### src/rtl/lidar_point_camera_mask_filter_assert.svh
// assertion macros used by the mask filter back end rtl
`ifndef LIDAR_POINT_CAMERA_MASK_FILTER_ASSERT_SVH
`define LIDAR_POINT_CAMERA_MASK_FILTER_ASSERT_SVH

// same-cycle implication
`define LPCM_ASSERT_IMP(lbl, clk, rstn, ante, cons) \
  lbl: assert property (@(posedge clk) disable iff (!rstn) (ante) |-> (cons)) \
    else $error("lpcm: assertion failed");

// next-cycle implication
`define LPCM_ASSERT_NEXT(lbl, clk, rstn, ante, cons) \
  lbl: assert property (@(posedge clk) disable iff (!rstn) (ante) |=> (cons)) \
    else $error("lpcm: assertion failed");

`endif

### src/rtl/lpcm_pkg.sv
// ----------------------------------------------------------------------------
// lpcm_pkg
// Types and constants of the lidar point camera mask filter.
// ----------------------------------------------------------------------------
package lpcm_pkg;

  // input function codes
  localparam logic [1:0] FUNC_MASK  = 2'd0;
  localparam logic [1:0] FUNC_XFORM = 2'd1;
  localparam logic [1:0] FUNC_POINT = 2'd2;

  // configuration register indexes
  localparam int CFG_IDX_W = 3;
  localparam logic [CFG_IDX_W-1:0] CFG_FOCAL_X  = 3'd0;
  localparam logic [CFG_IDX_W-1:0] CFG_FOCAL_Y  = 3'd1;
  localparam logic [CFG_IDX_W-1:0] CFG_CENTER_X = 3'd2;
  localparam logic [CFG_IDX_W-1:0] CFG_CENTER_Y = 3'd3;
  localparam logic [CFG_IDX_W-1:0] CFG_SENSOR_H = 3'd4;
  localparam logic [CFG_IDX_W-1:0] CFG_MASK_W   = 3'd5;
  localparam logic [CFG_IDX_W-1:0] CFG_MASK_H   = 3'd6;

  localparam int XFORM_ENTRIES = 12;
  localparam logic signed [31:0] Q16_ONE = 32'sd65536;
  localparam logic signed [33:0] GATE_OFFSET = 34'sd13107;
  localparam logic signed [49:0] PROJ_LIMIT = 50'sd281474976710656;
  localparam logic [11:0] MASK_SIZE_RESET = 12'd2048;
  localparam int DIV_BITS = 48;
  localparam int FIFO_DEPTH = 4;

  typedef enum logic [1:0] {
    OP_MASK,
    OP_XFORM,
    OP_POINT
  } op_e;

  typedef struct packed {
    op_e                op;
    logic [21:0]        index;
    logic signed [31:0] value;
    logic signed [31:0] point_x;
    logic signed [31:0] point_y;
    logic signed [31:0] point_z;
  } item_t;

  typedef struct packed {
    item_t it;
    logic  gate;
    logic  neg_x;
    logic  neg_y;
  } side_t;

endpackage

### src/rtl/lpcm_fifo.sv
// ----------------------------------------------------------------------------
// lpcm_fifo
// Short queue between the decode front and the projection back end.
// ----------------------------------------------------------------------------
module lpcm_fifo (
  input  logic            clk_i,
  input  logic            rst_ni,
  input  logic            push_i,
  input  lpcm_pkg::item_t item_i,
  input  logic            pop_i,
  output logic            full_o,
  output logic            valid_o,
  output lpcm_pkg::item_t item_o
);
  import lpcm_pkg::*;

  localparam int PW = $clog2(FIFO_DEPTH);

  item_t         buf_q [FIFO_DEPTH];
  logic [PW-1:0] wr_q;
  logic [PW-1:0] rd_q;
  logic [PW:0]   cnt_q;
  logic          do_pop;

  assign full_o  = cnt_q == (PW+1)'(FIFO_DEPTH);
  assign valid_o = cnt_q != '0;
  assign item_o  = buf_q[rd_q];
  assign do_pop  = pop_i && valid_o;

  // pointers and fill level
  always_ff @(posedge clk_i or negedge rst_ni) begin
    if (!rst_ni) begin
      wr_q  <= '0;
      rd_q  <= '0;
      cnt_q <= '0;
    end else begin
      if (push_i) begin
        wr_q <= wr_q + 1'b1;
      end
      if (do_pop) begin
        rd_q <= rd_q + 1'b1;
      end
      case ({push_i, do_pop})
        2'b10:   cnt_q <= cnt_q + 1'b1;
        2'b01:   cnt_q <= cnt_q - 1'b1;
        default: cnt_q <= cnt_q;
      endcase
    end
  end

  // storage
  always_ff @(posedge clk_i) begin
    if (push_i) begin
      buf_q[wr_q] <= item_i;
    end
  end

endmodule

### config.mk
export PLATFORM = sky130hd
export DESIGN_NAME = lpcm_fifo
export DESIGN_NICKNAME = d
export VERILOG_FILES = /design/src/rtl/lidar_point_camera_mask_filter_assert.svh /design/src/rtl/lpcm_pkg.sv /design/src/rtl/lpcm_fifo.sv
export SDC_FILE = /design/constraint.sdc
export NUM_CORES = 1
export LEC_CHECK = 0
export ABC_AREA = 1
export BUFFER_PORTS_ARGS = -buffer_cell sky130_fd_sc_hd__buf_2
export CAP_MARGIN = 30
export CORE_ASPECT_RATIO = 1.2
export CORE_UTILIZATION = 42
export DETAILED_ROUTE_END_ITERATION = 6
export HOLD_SLACK_MARGIN = 0.15
export PLACE_DENSITY_LB_ADDON = 0.1
export SETUP_SLACK_MARGIN = 0.4
export SYNTH_ARGS = -nofsm -noshare
export SYNTH_HDL_FRONTEND = slang
export SYNTH_SLANG_ARGS = --single-unit
### constraint.sdc
create_clock -name clk_i -period 5.01 [get_ports clk_i]
set_input_delay 0.2505 -clock clk_i [delete_from_list [all_inputs] [get_ports clk_i]]
set_output_delay 0.2505 -clock clk_i [all_outputs]
set_load 0.005 [all_outputs]
==> summary.md <==
| Metric | Value |
|---|---|
| Post-route DRC | 0 |
| Minimum clock period | 3.26 ns |
| Slew HR | 35.4% |
| Hold Crit Class | primary input to flip-flop |
| Post-Syn Area | 24800 um2 |
| CTS hold repair buffers | 156 |
| CTS tree | yes |
| Clock latency on the worst-skew pair | between 0.5 and 0.6 ns |
| R2r setup slk | 2.59 ns |
| Synth Area per Inst | around 14 um2 |
| Global-route wire length before repair | 81.9 mm |
| Post-CTS Setup Inserts | 0 |
| Cell accounting for the most synthesized area | edfxtp_1 |
| Vias | 14859 |
| Sequential fraction of the synthesis area | 74.4% |
| Fin area | 30300 um2 |
| Port Buffer Count | 309 |
| GPL Wtd Cong | 0.770 |
| Total wire length after detailed routing | 54.0 mm |
| Number of flops mapped to enable cells by yosys | between 600 and 700 |
| # H-tree levels | 3 |
| Hold Path Origin | item_i[17] |
| Synth Flop Type | edfxtp_1 |
| Dpl cell area | 26700 um2 |
| Max Clk Rate | 307 MHz |
| Final Skew | 0.0126 ns |
| Worst Hold Path Cells | 2 |
| Clock-pin slew on the worst setup and hold paths | 0.06 ns |
| Status | complete, no violations |
| Max FO, Critical Path | 239 |
| Worst R2R Start | wr_q[0]$_DFFE_PN0P_ |
| Pwr dens | 554 nW/um2 |
| Yosys reg bits | ~600 |
| I/O pin count | 310 |
| WHS Endpoint | buf_q[1][17]$_DFFE_PP_ |
| Crit. End Element | output port |
| Multi-input gate area | roughly 4200 um2 |
| Worst Reg-to-Reg Cells | 5 |
| Nets | about 2400 |
| FF-to-FF End | buf_q[2][41]$_DFFE_PP_ |
| Die X | about 220 um |
| Netlist cell types | 19 |
| Slew Limit Fails | 0 |
| DR WL/cell | around 17 um |
| Crit path required time | 4.76 ns |
| Yosys warning count | 0 |
| Final setup fails | 0 |
| Arrival time worst endpoint | 3.01 ns |
| Most frequent cell after synthesis | edfxtp_1 |
| FILL cells | 5057 |
| Die area | 60000 um2 |
| Clk sink count | 615 |
| Async SR Flop Fraction | under 10% |
| DR vias/cell | 4.75 |
| Syn Nets | 1992 |
| Root buffer cell | clkbuf_16 |
| Pre-antenna DRT Iters | 4 |
| Max-cap violations | 0 |
| Post-CTS Resized | 0 |
| Lkg Pwr | 12.2 nW |
| Vias in the first global route | ~15000 |
| Total Neg Setup Slack | 0 ns |
| DRT iter0 DRCs | 699 |
| Chip height | 268 um |
| Syn Inst Count | 1830 |
| CTS Buffer Depth | 3 |
| Num rows | between 90 and 100 |
| Synth top area cells | edfxtp_1 74%, o211ai_1 9.2%, nand2_1 7.2% |
| Critical Path Source Type | flip-flop |
| Core ar. | 58400 um2 |
| Register area | 18400 um2 |
| HPWL Detailed | 30.4 mm |
| Total CTS buffers | 66 |
| Synth top cells by count | 608 x edfxtp_1, 474 x nand2_1, 318 x inv_1, 304 x o211ai_1, 72 x buf_6 |
| Worst vdd ir | 347 uV |
| Final ANT Viol Nets | 0 |
| Final Hold Viols | 0 |
| Initial core utilization | a little over two fifths |
| GRT Overall Usage | 17.9% |
| Tcrit/Tclk final | 65.1% |
| Largest net degree at the start of global routing | 240 |
| Total grt overflow | 0 |
| RSZ-0062 raised after global routing | no |
| Crit Path Class | flip-flop to output port |
| Initial antenna violation count | 5 |
| Synthesis-to-layout area growth | 22.3% |
| Least-Margin Pin Slew | 0.969 ns |
| Share of cells above drive strength 1 | 18.2% |
| Yosys top cell area share | between 70% and 80% |
cell type report:
| type | instances | share of cell area [%] |
|---|---|---|
| well taps | 792 | 3.27 |
| flip-flops and latches | 615 | 60.8 |
| multi-input cells | 794 | 13.9 |
| clock buffers | 91 | 6.27 |
| repair buffers | 484 | 11.0 |
| inverters | 320 | 4.10 |
| diodes | 3 | 0.0248 |
| clock inverters | 28 | 0.668 |
flip-flops by register name (all words and copies together), names as in the netlist:
signal  count
cnt_q       3
rd_q        2
wr_q        2
buf_q     608
critical path: stages, from the launching register on:
cell      delay (ns)
dfrtp_1         0.50
inv_16          0.27
buf_16          0.62
buf_12          0.42
nand2_1         0.09
o211ai_1        0.16
nand2_1         0.09
buf_2           0.13
how the worst max path moves through the flow:
| stage | depth (start not counted) | startpoint | to |
|---|---|---|---|
| 2_1_floorplan | 4 | wr_q[0]$_DFFE_PN0P_ | buf_q[2][0]$_DFFE_PP_ |
| 3_3_place_gp | 5 | rd_q[1]$_DFFE_PN0P_ | item_o[65] |
| 3_5_place_dp | 7 | rd_q[0]$_DFFE_PN0P_ | item_o[37] |
| 4_1_cts | 7 | rd_q[0]$_DFFE_PN0P_ | item_o[37] |
| 5_1_grt | 7 | rd_q[0]$_DFFE_PN0P_ | item_o[40] |
| 6_report | 7 | rd_q[0]$_DFFE_PN0P_ | item_o[13] |
cell families after synthesis:
| logic type | count (synthesis) | share of synthesized area [%] |
|---|---|---|
| AO/OA/AOI/OAI | 306 | 9.25 |
| adder cells (fa/ha/maj) | 6 | 0.333 |
| AND/OR/NAND/NOR | 480 | 7.30 |
| flip-flops | 615 | 74.4 |
| XOR/XNOR | 2 | 0.0707 |
| buffers and inverters | 421 | 8.69 |
placed cells by master, fill, tap and decap left out, types with 2 or more instances in the layout:
master and count:
clkinv_2 8, clkbuf_8 5, ha_1 5, buf_12 4, buf_4 13, dlygate4sd3_1 156
buf_2 309, o211ai_1 304, inv_1 314, diode_2 3, clkinv_1 15, nand3_1 4
bufinv_16 3, clkbuf_1 15, clkbuf_16 71, nand2_1 474, o21ai_0 2, edfxtp_1 608
buf_16 2, dfrtp_1 6, inv_6 5
stage by stage:
stage | hold WS [ns] | power, W | utilization (%) | cells | worst slack (ns)
6_report | 0.413 | 0.0168 | 52.0 | 3127 | 1.75
5_1_grt | 0.401 | 0.0178 | 52.0 | 3127 | 1.51
4_1_cts | 0.363 | 0.0171 | 51.9 | 3124 | 1.63
3_5_place_dp | 0.131 | 0.0123 | 45.7 | 2849 | 2.29
3_3_place_gp | 0.128 | 0.0122 | 45.6 | 2847 | 2.41
2_1_floorplan | -0.0451 | 0.0106 | - | 1830 | 0.885
layer usage:
| metal | GRT usage, % | up-vias | share of wire (%) |
|---|---|---|---|
| li1 | - | 7312 | - |
| met1 | 22.2 | 7176 | 43 |
| met3 | 3.54 | 82 | 4.5 |
| met5 | 0 | - | 0.048 |
| met4 | 6.57 | 4 | 2.2 |
| met2 | 31.1 | 285 | 50 |
where the power goes:
group / switching (W) / internal, W / total, W
Sequential: 0.000261 / 0.00672 / 0.00698
Clock: 0.00190 / 0.00280 / 0.00471
Combinational: 0.00336 / 0.00175 / 0.00511
Total: 0.00553 / 0.0113 / 0.0168
Note: power is estimated with default switching activity, not from simulation.
