==> config.mk <==
export PLATFORM = sky130hd
export DESIGN_NAME = lpcm_front_flat
export DESIGN_NICKNAME = d
export VERILOG_FILES = /design/src/rtl/lidar_point_camera_mask_filter_assert.svh /design/src/rtl/lpcm_pkg.sv /design/src/rtl/lpcm_if.sv /design/src/rtl/lpcm_front.sv /design/src/flat_wrapper.sv
export SDC_FILE = /design/constraint.sdc
export NUM_CORES = 1
export LEC_CHECK = 0
export ABC_AREA = 0
export BUFFER_PORTS_ARGS = -buffer_cell sky130_fd_sc_hd__buf_2
export CORE_AREA = 2 2 122 124
export DETAILED_ROUTE_END_ITERATION = 12
export DIE_AREA = 0 0 124 126
export PLACE_DENSITY_LB_ADDON = 0.12
export SLEW_MARGIN = 20
export SYNTH_ARGS = -nofsm -noshare
export SYNTH_HDL_FRONTEND = slang
export SYNTH_SLANG_ARGS = --single-unit
==> constraint.sdc <==
create_clock -name clk_i -period 13.4 [get_ports clk_i]
set_input_delay 0.67 -clock clk_i [delete_from_list [all_inputs] [get_ports clk_i]]
set_output_delay 0.67 -clock clk_i [all_outputs]
set_load 0.05 [all_outputs]
==> src/rtl/lidar_point_camera_mask_filter_assert.svh <==
// assertion macros used by the mask filter back end rtl
`ifndef LIDAR_POINT_CAMERA_MASK_FILTER_ASSERT_SVH
`define LIDAR_POINT_CAMERA_MASK_FILTER_ASSERT_SVH

// same-cycle implication
`define LPCM_ASSERT_IMP(lbl, clk, rstn, ante, cons) \
  lbl: assert property (@(posedge clk) disable iff (!rstn) (ante) |-> (cons)) \
    else $error("lpcm: assertion failed");

// next-cycle implication
`define LPCM_ASSERT_NEXT(lbl, clk, rstn, ante, cons) \
  lbl: assert property (@(posedge clk) disable iff (!rstn) (ante) |=> (cons)) \
    else $error("lpcm: assertion failed");

`endif

==> src/rtl/lpcm_pkg.sv <==
// ----------------------------------------------------------------------------
// lpcm_pkg
// Types and constants of the lidar point camera mask filter.
// ----------------------------------------------------------------------------
package lpcm_pkg;

  // input function codes
  localparam logic [1:0] FUNC_MASK  = 2'd0;
  localparam logic [1:0] FUNC_XFORM = 2'd1;
  localparam logic [1:0] FUNC_POINT = 2'd2;

  // configuration register indexes
  localparam int CFG_IDX_W = 3;
  localparam logic [CFG_IDX_W-1:0] CFG_FOCAL_X  = 3'd0;
  localparam logic [CFG_IDX_W-1:0] CFG_FOCAL_Y  = 3'd1;
  localparam logic [CFG_IDX_W-1:0] CFG_CENTER_X = 3'd2;
  localparam logic [CFG_IDX_W-1:0] CFG_CENTER_Y = 3'd3;
  localparam logic [CFG_IDX_W-1:0] CFG_SENSOR_H = 3'd4;
  localparam logic [CFG_IDX_W-1:0] CFG_MASK_W   = 3'd5;
  localparam logic [CFG_IDX_W-1:0] CFG_MASK_H   = 3'd6;

  localparam int XFORM_ENTRIES = 12;
  localparam logic signed [31:0] Q16_ONE = 32'sd65536;
  localparam logic signed [33:0] GATE_OFFSET = 34'sd13107;
  localparam logic signed [49:0] PROJ_LIMIT = 50'sd281474976710656;
  localparam logic [11:0] MASK_SIZE_RESET = 12'd2048;
  localparam int DIV_BITS = 48;
  localparam int FIFO_DEPTH = 4;

  typedef enum logic [1:0] {
    OP_MASK,
    OP_XFORM,
    OP_POINT
  } op_e;

  typedef struct packed {
    op_e                op;
    logic [21:0]        index;
    logic signed [31:0] value;
    logic signed [31:0] point_x;
    logic signed [31:0] point_y;
    logic signed [31:0] point_z;
  } item_t;

  typedef struct packed {
    item_t it;
    logic  gate;
    logic  neg_x;
    logic  neg_y;
  } side_t;

endpackage

==> src/rtl/lpcm_if.sv <==
// ----------------------------------------------------------------------------
// lpcm_if
// Valid/ready channels of the lidar point camera mask filter.
// ----------------------------------------------------------------------------
interface lpcm_in_if;
  logic               valid;
  logic               ready;
  logic [1:0]         func;
  logic [21:0]        index;
  logic signed [31:0] value;
  logic signed [31:0] point_x;
  logic signed [31:0] point_y;
  logic signed [31:0] point_z;
  modport source (output valid, func, index, value, point_x, point_y, point_z,
                  input ready);
  modport sink (input valid, func, index, value, point_x, point_y, point_z,
                output ready);
endinterface


==> src/rtl/lpcm_front.sv <==
// ----------------------------------------------------------------------------
// lpcm_front
// Accepts input words, decodes the function and drops words that do nothing.
// ----------------------------------------------------------------------------
module lpcm_front (
  input  logic            clk_i,
  input  logic            rst_ni,
  lpcm_in_if.sink         in_i,
  input  logic            fifo_full_i,
  output logic            push_o,
  output lpcm_pkg::item_t item_o
);
  import lpcm_pkg::*;

  logic  valid_q;
  item_t item_q;
  item_t item_d;
  logic  keep_d;
  logic  accept;

  // decode
  always_comb begin
    item_d.index   = in_i.index;
    item_d.value   = in_i.value;
    item_d.point_x = in_i.point_x;
    item_d.point_y = in_i.point_y;
    item_d.point_z = in_i.point_z;
    item_d.op      = OP_POINT;
    keep_d         = 1'b0;
    case (in_i.func)
      FUNC_MASK: begin
        item_d.op = OP_MASK;
        keep_d    = 1'b1;
      end
      FUNC_XFORM: begin
        item_d.op = OP_XFORM;
        keep_d    = in_i.index < 22'(XFORM_ENTRIES);
      end
      FUNC_POINT: begin
        item_d.op = OP_POINT;
        keep_d    = 1'b1;
      end
      default: begin
        keep_d = 1'b0;
      end
    endcase
  end

  assign in_i.ready = !valid_q || !fifo_full_i;
  assign accept     = in_i.valid && in_i.ready;
  assign push_o     = valid_q && !fifo_full_i;
  assign item_o     = item_q;

  // holding stage
  always_ff @(posedge clk_i or negedge rst_ni) begin
    if (!rst_ni) begin
      valid_q <= 1'b0;
    end else if (in_i.ready) begin
      valid_q <= in_i.valid && keep_d;
    end
  end

  always_ff @(posedge clk_i) begin
    if (accept) begin
      item_q <= item_d;
    end
  end

endmodule

==> src/flat_wrapper.sv <==
// flat-port wrapper written by rule: the top's interface ports become plain ports
module lpcm_front_flat import lpcm_pkg::*;
  (clk_i, rst_ni, fifo_full_i, push_o, item_o, in_i_valid, in_i_func, in_i_index, in_i_value, in_i_point_x, in_i_point_y, in_i_point_z, in_i_ready);
  lpcm_in_if in_i_i ();
  input  logic clk_i;
  input  logic rst_ni;
  input  logic fifo_full_i;
  output logic push_o;
  output lpcm_pkg::item_t item_o;
  input wire logic [$bits(in_i_i.valid)-1:0] in_i_valid;
  input wire logic [$bits(in_i_i.func)-1:0] in_i_func;
  input wire logic [$bits(in_i_i.index)-1:0] in_i_index;
  input wire logic [$bits(in_i_i.value)-1:0] in_i_value;
  input wire logic [$bits(in_i_i.point_x)-1:0] in_i_point_x;
  input wire logic [$bits(in_i_i.point_y)-1:0] in_i_point_y;
  input wire logic [$bits(in_i_i.point_z)-1:0] in_i_point_z;
  output wire logic [$bits(in_i_i.ready)-1:0] in_i_ready;
  assign in_i_i.valid = in_i_valid;
  assign in_i_i.func = in_i_func;
  assign in_i_i.index = in_i_index;
  assign in_i_i.value = in_i_value;
  assign in_i_i.point_x = in_i_point_x;
  assign in_i_i.point_y = in_i_point_y;
  assign in_i_i.point_z = in_i_point_z;
  assign in_i_ready = in_i_i.ready;
  lpcm_front u_core (.clk_i(clk_i), .rst_ni(rst_ni), .in_i(in_i_i), .fifo_full_i(fifo_full_i), .push_o(push_o), .item_o(item_o));
endmodule
==> results of run 1 <==
## placed cells by master (no fill, tap or decap)
master and count:
clkinv_1 1, nand4_1 1, nor4b_2 1, clkinv_4 1, nor4_1 4, dfrtp_1 1, buf_4 3, inv_6 1
nor2b_1 2, bufinv_16 1, nand2_1 3, diode_2 1, inv_1 1, clkinv_2 6, o221ai_2 1, a21oi_4 1
clkbuf_1 2, clkbuf_16 17, dlygate4sd3_1 1, edfxtp_1 152, clkinvlp_4 3, buf_2 309
## cell families after synthesis
family	Yosys count	share of synthesized area
DFF	153	0.979
and+or+nand+nor	11	0.0149
AOI/OAI and AO/OA	2	0.00427
buffers and inverters	2	0.00160
## cell type report
cell class / count / area, um^2 / area share
clock buffers: 19 / 433 / 0.0615
repair buffers: 313 / 1580 / 0.224
inverters: 1 / 3.75 / 0.000533
well taps: 184 / 230 / 0.0327
clock inverters: 13 / 104 / 0.0147
flip-flops and latches: 153 / 4590 / 0.652
diodes: 1 / 2.50 / 0.000355
multi-input cells: 13 / 101 / 0.0144
## how the worst max path moves through the flow
stage | from | endpoint | slack [ns] | depth (start not counted)
4_1_cts | u_core.valid_q$_DFFE_PN0N_ | u_core.item_o[151]$_DFFE_PP_ | 11.31 | 3
5_1_grt | u_core.valid_q$_DFFE_PN0N_ | u_core.item_o[141]$_DFFE_PP_ | 11.22 | 3
6_report | u_core.valid_q$_DFFE_PN0N_ | u_core.item_o[151]$_DFFE_PP_ | 11.35 | 3
3_5_place_dp | in_i_valid | u_core.item_o[139]$_DFFE_PP_ | 10.92 | 5
3_3_place_gp | in_i_valid | u_core.item_o[119]$_DFFE_PP_ | 10.97 | 5
2_1_floorplan | in_i_valid | u_core.item_o[0]$_DFFE_PP_ | 4.65 | 2
## registers in the layout (all words and copies together) (netlist names)
signal and cells:
u_core.item_o 152, u_core.valid_q 1
## stage by stage
step                cells  utilization  instance area [um^2]
global placement      663        0.454                  6490
global route          696        0.492                  7040
detailed placement    663        0.454                  6490
CTS                   696        0.492                  7040
finish                697        0.492                  7040
floorplan             168            -                  4690
## synthesized netlist by cell type, drive strengths merged
cell type / n / area, um^2
edfxtp: 152 / 4560
nor4: 4 / 25.0
nand2: 3 / 11.3
nor2b: 2 / 12.5
a21oi: 1 / 5.00
clkbuf: 1 / 3.75
dfrtp: 1 / 25.0
inv: 1 / 3.75
nand4: 1 / 6.26
nor4b: 1 / 15.0
o221ai: 1 / 15.0
## routing by layer
layer	share of wire	wire [um]
met5	0	0
met4	0.019	213
met3	0.15	1650
met2	0.49	5480
met1	0.35	3920
## timing repair
action,CTS,global route
endpoints found under the hold margin,1,0
hold buffers,1,0
endpoints found under the setup margin,0,0
gates resized for setup,0,0
## report_power, final
| group | total (uW) | leakage, uW | switching, uW | internal [uW] |
|---|---|---|---|---|
| registers | 569 | 0.00148 | 6.38 | 562 |
| clock network | 430 | 0.000260 | 177 | 253 |
| logic | 165 | 0.00126 | 129 | 35.5 |
==> flow_summary.yaml, run 1 <==
hold_path:
  holdPathEnd: "u_core.item_o[57]$_DFFE_PP_"
  hp-start: "in_i_point_y[25]"
  hold_depth: 1
  hold_path_class: "in -> reg"
global_routing:
  grt_pass1_wl_um: 15800
  grt_pass1_vias: 3014
  grt_util_all_layers: 0.141
  top_usage_layer: "met2"
  antenna_found_initial: 1
  grt_max_degree: 62
  grtUsageMet3: 0.0824
  grt_use_met2: 0.232
  met1_usage: 0.143
  gr-total-overflow: 0
drt:
  drt_iter0_drc: 144
  route.vias.total: 2909
  routedWlPerCell_um: 16.2
  drt-total-wl_um: 11300
  viasPerCell: 4.17
  ant_nets: 0
  first_pass_iters: 4
  drc: 0
floorplanning:
  die_w_um: 124
  initial_utilization: 0.327
  core_region_area_um2: 14300
  rows: 44
  fp.dieArea_um2: 15600
  die_h_um: 126
  io_pins: 310
clocking:
  cts.clk_slew.worst_paths_ns: 0.06
  clk_path_buf_depth: 2
  post-cts-setup-buffers: 0
  tritoncts: "yes"
  insertion_delay_ns: 0.40
  clockRootBuffer: "clkbuf_16"
  cts_buffers: 17
  h-tree-depth: 4
  cts.sinks: 153
placed_design:
  portBuffers: 309
  dp_hpwl_um: 8680
  gp_congestion: 0.796
  pre_cts_ws_ns: 10.92
setup_path:
  worstSetupPathType: "reg -> reg"
  end_kind: "flop"
  cp_top_family: "buffers and inverters"
  start_kind: "flop"
  crit_arrival_ns: 2.09
  cp.required_ns: 13.43
  reg2regPathDepth: 3
  max_stage_delay_ns: 0.65
  crit_buf_inv: 2
  slowest_stage: "buf_4"
  worstPathCellList: "a21oi_4 -> buf_4 -> buf_4"
  crit_fanout: 57
  r2r_setup_slack_ns: 11.35
  crit-reg2reg-launch: "u_core.valid_q$_DFFE_PN0N_"
  crit_top_cell: "buf_4"
  worstReg2RegEnd: "u_core.item_o[151]$_DFFE_PP_"
yosys:
  synth_warnings: 0
  synth_area_um2: 4690
  synth_seq_area_share: 0.979
  syn_nets: 324
  netlist_instances: 168
  synthDistinctLibCells: 11
  synth_area_per_cell_um2: 27.9
  ys_ff_latch: 153
job:
  max_cap_viol_count: 0
sta:
  post-route-period-util: 0.153
  min_period_ns: 2.05
  finalMaxSlewViolations: 0
  hold_viol: 0
  slew_headroom: 0.504
  final.setup.tns_ns: 0
  fmax_mhz: 487
  clock_skew_ns: 0.00658
  worstMarginPinSlew_ns: 0.744
  rsz0062_at_grt: "false"
  holdWs_ns: 0.435
  finalSetupViolations: 0
  worst_slack_ns: 11.35
cells_and_area:
  drive_gt1_frac: 0.672
  syn_to_final_growth_pct: 50.3
  layout.nets: 655
  num-fill-cells: 1299
pwr:
  p_leak_uw: 0.00300
  power.density_nw_per_um2: 165
  peakVddDrop_mv: 0.119
  total_power_uw: 1160
outcome:
  status: "complete, no violations"
(Power assumes the default switching activity.)
==> run 2, diff against run 1 <==
--- a/config.mk
+++ b/config.mk
@@ -7,9 +7,9 @@
 export LEC_CHECK = 0
 export ABC_AREA = 0
 export BUFFER_PORTS_ARGS = -buffer_cell sky130_fd_sc_hd__buf_2
-export CORE_AREA = 2 2 122 124
+export CORE_AREA = 2 2 120 122
 export DETAILED_ROUTE_END_ITERATION = 12
-export DIE_AREA = 0 0 124 126
+export DIE_AREA = 0 0 122 124
 export PLACE_DENSITY_LB_ADDON = 0.12
 export SLEW_MARGIN = 20
 export SYNTH_ARGS = -nofsm -noshare
==> constraint.sdc (replaced) <==
create_clock -name clk_i -period 2.15 [get_ports clk_i]
set_input_delay 0.1075 -clock clk_i [delete_from_list [all_inputs] [get_ports clk_i]]
set_output_delay 0.1075 -clock clk_i [all_outputs]
set_load 0.05 [all_outputs]
==> flow_summary.yaml, run 2 <==
floorplanning:
  io_pins: 310
  initial_utilization: 0.342
  rows: 43
  die_h_um: 124
  die_w_um: 122
outcome:
  status: "stopped before the end"
  error_line: "[ERROR RSZ-0060] Max buffer count reached."
  lastStage: "clock tree synthesis"
yosys:
  synth.mux.area_fraction: 0
  synth_top_cells_by_count: "152 x edfxtp_1, 4 x nor4_1, 3 x nand2_1"
  synth_seq_area_share: 0.979
  synthArstFlopShare: 0.00654
  synth_warnings: 0
  synth_area_um2: 4690
  synthDistinctLibCells: 11
  synth_compound_area_frac: 0.00427
  synth_top_area_cell: "edfxtp_1"
  synth_top_family_by_area: "simple AND/OR/NAND/NOR gates"
  yosys.area_share.adder: 0
  synth_edf_count: 152
  ys.flop_type: "edfxtp_1"
  synth_area_per_cell_um2: 27.9
  syn_nets: 324
  netlist.area_leader.share: 0.974
  synth-simple-area-share: 0.0149
  ys_ff_latch: 153
  synth_area_leaders: "edfxtp_1 97%, dfrtp_1 0.53%, nor4_1 0.53%"
  netlist_instances: 168
  yosysMostFrequentCell: "edfxtp_1"
  synth-xor-area-share: 0
clocking:
  ctsHoldBuffers: 139
  post-cts-setup-buffers: 0
  clockRootBuffer: "clkbuf_16"
  h-tree-depth: 4
  cts_buffers: 17
  cts_resized: 0
  clk_path_buf_depth: 2
  cts.sinks: 153
placed_design:
  dpl.cell_count: 661
  placed_cell_area_um2: 6530
  gp_congestion: 0.794
  dp_hpwl_um: 8880
  portBuffers: 309
==> run 2: logic make-up after synthesis <==
kind of cell    Yosys count
compound gates            2
buf+inv                   2
flops                   153
simple gates             11
==> run 2: stage by stage <==
| stage | util | setup TNS, ns | setup slack [ns] |
|---|---|---|---|
| 2_1_floorplan | - | -183.13 | -1.20 |
| 3_3_place_gp | 0.476 | 0 | 0.631 |
| 3_5_place_dp | 0.476 | 0 | 0.598 |
==> run 3, diff against run 2 <==
--- a/config.mk
+++ b/config.mk
@@ -7,10 +7,10 @@
 export LEC_CHECK = 0
 export ABC_AREA = 0
 export BUFFER_PORTS_ARGS = -buffer_cell sky130_fd_sc_hd__buf_2
-export CORE_AREA = 2 2 120 122
+export CORE_AREA = 2 2 122 124
 export DETAILED_ROUTE_END_ITERATION = 12
-export DIE_AREA = 0 0 122 124
-export PLACE_DENSITY_LB_ADDON = 0.12
+export DIE_AREA = 0 0 124 126
+export PLACE_DENSITY_LB_ADDON = 0.15
 export SLEW_MARGIN = 20
 export SYNTH_ARGS = -nofsm -noshare
 export SYNTH_HDL_FRONTEND = slang
==> flow_summary.yaml, run 3 <==
floorplanning:
  die_h_um: 126
  die_w_um: 124
  rows: 44
  io_pins: 310
  initial_utilization: 0.327
yosys:
  ys.flop_type: "edfxtp_1"
  synth_edf_count: 152
  synth_top_area_cell: "edfxtp_1"
  ys_ff_latch: 153
  synth_area_um2: 4690
  synthArstFlopShare: 0.00654
  synth_area_per_cell_um2: 27.9
  netlist_instances: 168
  netlist.area_leader.share: 0.974
  synth_seq_area_share: 0.979
  synth_warnings: 0
  synth_area_leaders: "edfxtp_1 97%, dfrtp_1 0.53%, nor4_1 0.53%"
  syn_nets: 324
  synthDistinctLibCells: 11
  yosysMostFrequentCell: "edfxtp_1"
  synth_top_cells_by_count: "152 x edfxtp_1, 4 x nor4_1, 3 x nand2_1"
clocking:
  clk_path_buf_depth: 2
  cts_resized: 0
  cts_buffers: 17
  post-cts-setup-buffers: 0
  clockRootBuffer: "clkbuf_16"
  h-tree-depth: 4
  ctsHoldBuffers: 140
  cts.sinks: 153
outcome:
  error_line: "[ERROR RSZ-0060] Max buffer count reached."
  status: "stopped before the end"
  lastStage: "clock tree synthesis"
placed_design:
  portBuffers: 309
  dp_hpwl_um: 8850
  pre_cts_ws_ns: 0.716
  gp_congestion: 0.749
[run 3: cell counts after synthesis]
Identical to the previous run, type by type.
[run 3: cells by family after synthesis]
family / share of synthesized area
buffers and inverters: 0.00160
AND/OR/NAND/NOR: 0.0149
AO/OA/AOI/OAI: 0.00427
flip-flops: 0.979
[run 3: through the flow]
| step | cell area [um^2] | cells | hold slack (ns) | setup TNS, ns |
|---|---|---|---|---|
| after detailed placement | 6510 | 662 | -0.115 | 0 |
| after global placement | 6510 | 662 | -0.116 | 0 |
| after floorplan | 4700 | 168 | -0.188 | -183.13 |
